===== src/rtl/core/vsm_pkg.sv =====
// ----------------------------------------------------------------------------
// vsm_pkg
// Types and fixed constants shared by the vector stability monitor files.
// ----------------------------------------------------------------------------
package vsm_pkg;

   // field widths fixed by the interface
   localparam int CFG_W  = 11;
   localparam int ELEM_W = 16;
   localparam int SUM_W  = 27;

   // shared divider operand widths
   localparam int DIV_NW = 32;
   localparam int DIV_DW = 17;

   localparam logic [CFG_W-1:0]  LEN_RESET     = 11'd64;
   localparam logic [15:0]       RATIO_MAX     = 16'hFFFF;
   localparam logic [DIV_NW-1:0] STAB_DIVIDEND = 32'h1000_0000;
   localparam logic [DIV_DW-1:0] ONE_Q12       = 17'd4096;

   typedef struct packed {
      logic                     mode;
      logic signed [ELEM_W-1:0] element_value;
   } req_word_type;

   typedef struct packed {
      logic [15:0] change_mean;
      logic [15:0] mean_magnitude;
      logic [15:0] stability;
      logic [15:0] convergence;
   } rsp_word_type;

endpackage


===== src/rtl/core/vsm_div.sv =====
// ----------------------------------------------------------------------------
// vsm_div
// Restoring unsigned divider, one quotient bit per cycle, truncating.
// ----------------------------------------------------------------------------
module vsm_div (
   input  logic                        clock,
   input  logic                        reset,
   input  logic                        start,
   input  logic [vsm_pkg::DIV_NW-1:0]  dividend,
   input  logic [vsm_pkg::DIV_DW-1:0]  divisor,
   output logic                        done,
   output logic [vsm_pkg::DIV_NW-1:0]  quotient
);
   import vsm_pkg::*;

   localparam int CNT_W = $clog2(DIV_NW + 1);

   logic [DIV_DW-1:0] rem_ff, rem_in;
   logic [DIV_NW-1:0] quo_ff, quo_in;
   logic [DIV_DW-1:0] dvs_ff;
   logic [CNT_W-1:0]  cnt_ff, cnt_in;
   logic              busy_ff, busy_in;
   logic              done_ff, done_in;
   logic [DIV_DW:0]   shifted;
   logic [DIV_DW:0]   trial;

   // one shift and trial subtract per cycle
   always_comb begin
      shifted = {rem_ff, quo_ff[DIV_NW-1]};
      trial   = shifted - {1'b0, dvs_ff};
      rem_in  = rem_ff;
      quo_in  = quo_ff;
      cnt_in  = cnt_ff;
      busy_in = busy_ff;
      done_in = 1'b0;
      if (start) begin
         rem_in  = '0;
         quo_in  = dividend;
         cnt_in  = CNT_W'(DIV_NW);
         busy_in = 1'b1;
      end else if (busy_ff) begin
         if (!trial[DIV_DW]) begin
            rem_in = trial[DIV_DW-1:0];
            quo_in = {quo_ff[DIV_NW-2:0], 1'b1};
         end else begin
            rem_in = shifted[DIV_DW-1:0];
            quo_in = {quo_ff[DIV_NW-2:0], 1'b0};
         end
         cnt_in = cnt_ff - CNT_W'(1);
         if (cnt_ff == CNT_W'(1)) begin
            busy_in = 1'b0;
            done_in = 1'b1;
         end
      end
   end

   always_ff @(posedge clock) begin
      if (reset) begin
         busy_ff <= 1'b0;
         done_ff <= 1'b0;
         cnt_ff  <= '0;
      end else begin
         busy_ff <= busy_in;
         done_ff <= done_in;
         cnt_ff  <= cnt_in;
      end
   end

   always_ff @(posedge clock) begin
      rem_ff <= rem_in;
      quo_ff <= quo_in;
      if (start) begin
         dvs_ff <= divisor;
      end
   end

   assign done     = done_ff;
   assign quotient = quo_ff;

endmodule


===== config.mk =====
export PLATFORM = sky130hd
export DESIGN_NAME = vsm_div
export DESIGN_NICKNAME = d
export VERILOG_FILES = /design/src/rtl/core/vsm_pkg.sv /design/src/rtl/core/vsm_div.sv
export SDC_FILE = /design/constraint.sdc
export NUM_CORES = 1
export LEC_CHECK = 0
export BUFFER_PORTS_ARGS = -buffer_cell sky130_fd_sc_hd__clkbuf_2
export CORE_ASPECT_RATIO = 2
export CORE_MARGIN = 2
export CORE_UTILIZATION = 55
export CTS_CLUSTER_DIAMETER = 40
export DETAILED_ROUTE_END_ITERATION = 8
export PLACE_DENSITY = 0.8
export SLEW_MARGIN = 20
export SYNTH_ARGS = -nofsm -noshare
export SYNTH_HDL_FRONTEND = slang
export SYNTH_SLANG_ARGS = --single-unit

===== constraint.sdc =====
create_clock -name clock -period 3.4 [get_ports clock]
set_input_delay 0.68 -clock clock [delete_from_list [all_inputs] [get_ports clock]]
set_output_delay 0.68 -clock clock [all_outputs]
set_load 0.1 [all_outputs]

==> results.json <==
{
  "max_slew.worst_pin.slew_ns": 0.583,
  "ctsResizeCount": 0,
  "multi_input_area_mm2": 0.00181,
  "fin_worst_skew_ns": 0.00567,
  "setup.worst_path.end_class": "flip-flop",
  "setup_tns_ns": 0,
  "wl_per_cell_um": 16.4,
  "core_area_mm2": 0.00699,
  "n_antenna_cell": 0,
  "syn_area_mm2": 0.00398,
  "synth_seq_cells": 74,
  "final_nets": 524,
  "synth_top_family_by_area": "compound AO/OA/AOI/OAI gates",
  "drtAntennaViolNets": 0,
  "fin_crit_ns": 2.95,
  "cp-start-kind": "flip-flop",
  "antenna_found_initial": 0,
  "fmax_mhz": 339,
  "drc": 0,
  "place.gp.congestion": 0.935,
  "first_iter_violations": 128,
  "met3_length_um": 525,
  "finalCritPeriodShare_pct": 86.6,
  "cap_violations": 0,
  "vias": 3125,
  "status": "finished clean",
  "slew_viol_final": 0,
  "syn_avg_cell_area_um2": 10.7,
  "cp_max_fo": 14,
  "whs_ns": 0.492,
  "peakVddDrop_uv": 437,
  "syn_nets": 444,
  "synth.area.mux_share_pct": 9.02,
  "drive_gt1_share_pct": 31.5,
  "clk_pin_slew_ns": 0.06,
  "post_cts_buffers": 0,
  "synth_xor_area_share_pct": 4.87,
  "synth-simple-area-share_pct": 11.9,
  "cts_made_buffers": 9,
  "cts.sinks": 74,
  "ios": 85,
  "grt_pass1_wl_um": 15100,
  "synth-compound-area-share_pct": 13.2,
  "async_flop_share_pct": 0,
  "maxUsedRoutingLayer": "met4",
  "die_y_um": 124,
  "synth-seq-area-share_pct": 49.5,
  "htreeDepth": 3,
  "routed_wl_um": 8960,
  "slew_headroom_pct": 60.7,
  "dpl.hpwl_um": 6400,
  "crit_required_ns": 3.64,
  "synth_edf_count": 49,
  "drt_first_pass_iters": 4,
  "cts_tree": "built",
  "leakagePower_nw": 2.04,
  "syn_inst": 372,
  "total_power_w": 0.00296,
  "synth_warnings": 0,
  "arrival_ns": 3.19,
  "grt_max_degree": 44,
  "io_buffers": 84,
  "die_x_um": 64.2,
  "hold_viol_final": 0,
  "path_class": "flip-flop to flip-flop",
  "grt.overflow.total": 0,
  "via_per_inst": 5.71,
  "power.density_mw_per_mm2": 619,
  "fillers": 558,
  "min_path_type": "flip-flop to flip-flop",
  "syn_to_final_growth_pct": 19.8,
  "clockBufferDepth": 2,
  "wl_met2_um": 5000,
  "met1_length_um": 3150,
  "synthAdderAreaFrac_pct": 6.47,
  "dieArea_mm2": 0.00798,
  "rows": 43,
  "worstSkewPairLatency_ns": 0.33,
  "synth_cell_types": 50,
  "setup_viol": 0,
  "initial_core_util_pct": 56.9,
  "seqCellArea_mm2": 0.00197,
  "hold_buffers": 0,
  "finalInstanceArea_mm2": 0.00477,
  "grt_util_all_layers_pct": 24.2,
  "placed_cell_area_mm2": 0.00446,
  "ys.flop_type": "edfxtp_1",
  "cts_root_buf": "clkbuf_16",
  "rsz0062_at_grt": "false",
  "first_global_vias": 3300
}
[critical path: stages (launching register included)]
cell and delay, ns:
edfxtp_1 0.39, inv_1 0.09, ha_1 0.29, a21o_1 0.23
a31oi_1 0.25, a211oi_2 0.12, or3_1 0.52, xnor2_4 0.28
or3_1 0.44, a311oi_1 0.26
[cell families after synthesis]
kind of cell,count (synthesis)
simple gates,103
compound gates,75
flops,74
buf+inv,48
mux,32
xor+xnor,20
fa+ha+maj,20
[final timing paths]
path / start / end / slack, ns / depth (start not counted)
max: dvs_ff[4] / rem_ff[4] / 0.45 / 9
min reg2reg: cnt_ff[1] / cnt_ff[1] / 0.49 / 2
min: cnt_ff[1] / cnt_ff[1] / 0.49 / 2
max reg2reg: dvs_ff[4] / rem_ff[4] / 0.45 / 9
[cells in the final DEF (no fill, tap or decap), drive strengths merged, types with 2 or more instances in the layout]
cell,instances
nor2,29
inv,27
a311oi,12
o21a,3
xor2,6
buf,6
and2,2
bufinv,2
nor3,8
ha,19
a21oi,17
nand2,35
and3,4
a31oi,7
o2111ai,3
xnor2,14
mux2,31
dfxtp,25
a21o,5
clkbuf,94
nor2b,4
edfxtp,49
o21bai,2
o21ai,10
nand3,10
or3,3
clkinv,3
nand4,4
a211oi,3
a31o,3
[registers in the layout (all words and copies together) (netlist names)]
name	count
quotient	32
dvs_ff	17
rem_ff	17
cnt_ff	6
busy_ff	1
done	1
[final cells by class]
class	instances	area share [%]
clock buffers	10	4.80
clock inverters	6	1.70
inverters	27	2.12
multi-input cells	250	37.9
flip-flops and latches	74	41.3
well taps	90	2.36
repair buffers	90	9.75
[where the power goes]
group / internal, W / total (W) / leakage, nW / switching [W]
Clock: 0.000637 / 0.000981 / 0.150 / 0.000345
Sequential: 0.00106 / 0.00112 / 0.694 / 0.0000556
Combinational: 0.000246 / 0.000859 / 1.19 / 0.000612
[layer usage]
| metal | vias up | track usage [%] |
|---|---|---|
| li1 | 1511 | - |
| met1 | 1483 | 24.3 |
| met2 | 107 | 43.1 |
| met3 | 24 | 6.59 |
| met4 | 0 | 14.1 |
| met5 | - | 0 |
[cell usage after synthesis (all sizes together), types with 2 or more instances]
cell	number	share of area (%)
o21bai	2	0.38
mux2	31	8.8
nor2b	4	0.63
a21oi	17	2.1
nor2	29	2.7
a211oi	3	0.69
nand2	35	3.3
nand4	4	0.63
and2	2	0.31
o21ai	10	1.3
a311oi	12	2.6
o21a	3	0.57
nor3	8	1.0
or3	3	0.47
a21o	5	0.94
a31oi	7	1.1
a31o	3	0.66
clkbuf	13	1.2
nand3	10	1.4
and3	4	0.63
inv	27	2.5
xor2	6	1.3
xnor2	14	3.6
ha	19	6.0
buf	8	1.3
dfxtp	25	13
edfxtp	49	37
o2111ai	3	0.66
[metrics by stage]
step	std cells	setup WS, ns	utilization [%]
floorplan	372	0.394	-
global placement	531	0.585	63.8
detailed placement	531	0.480	63.8
CTS	547	0.461	68.2
global route	547	0.301	68.2
finish	547	0.454	68.2
Note: power is estimated with default switching activity, not from simulation.
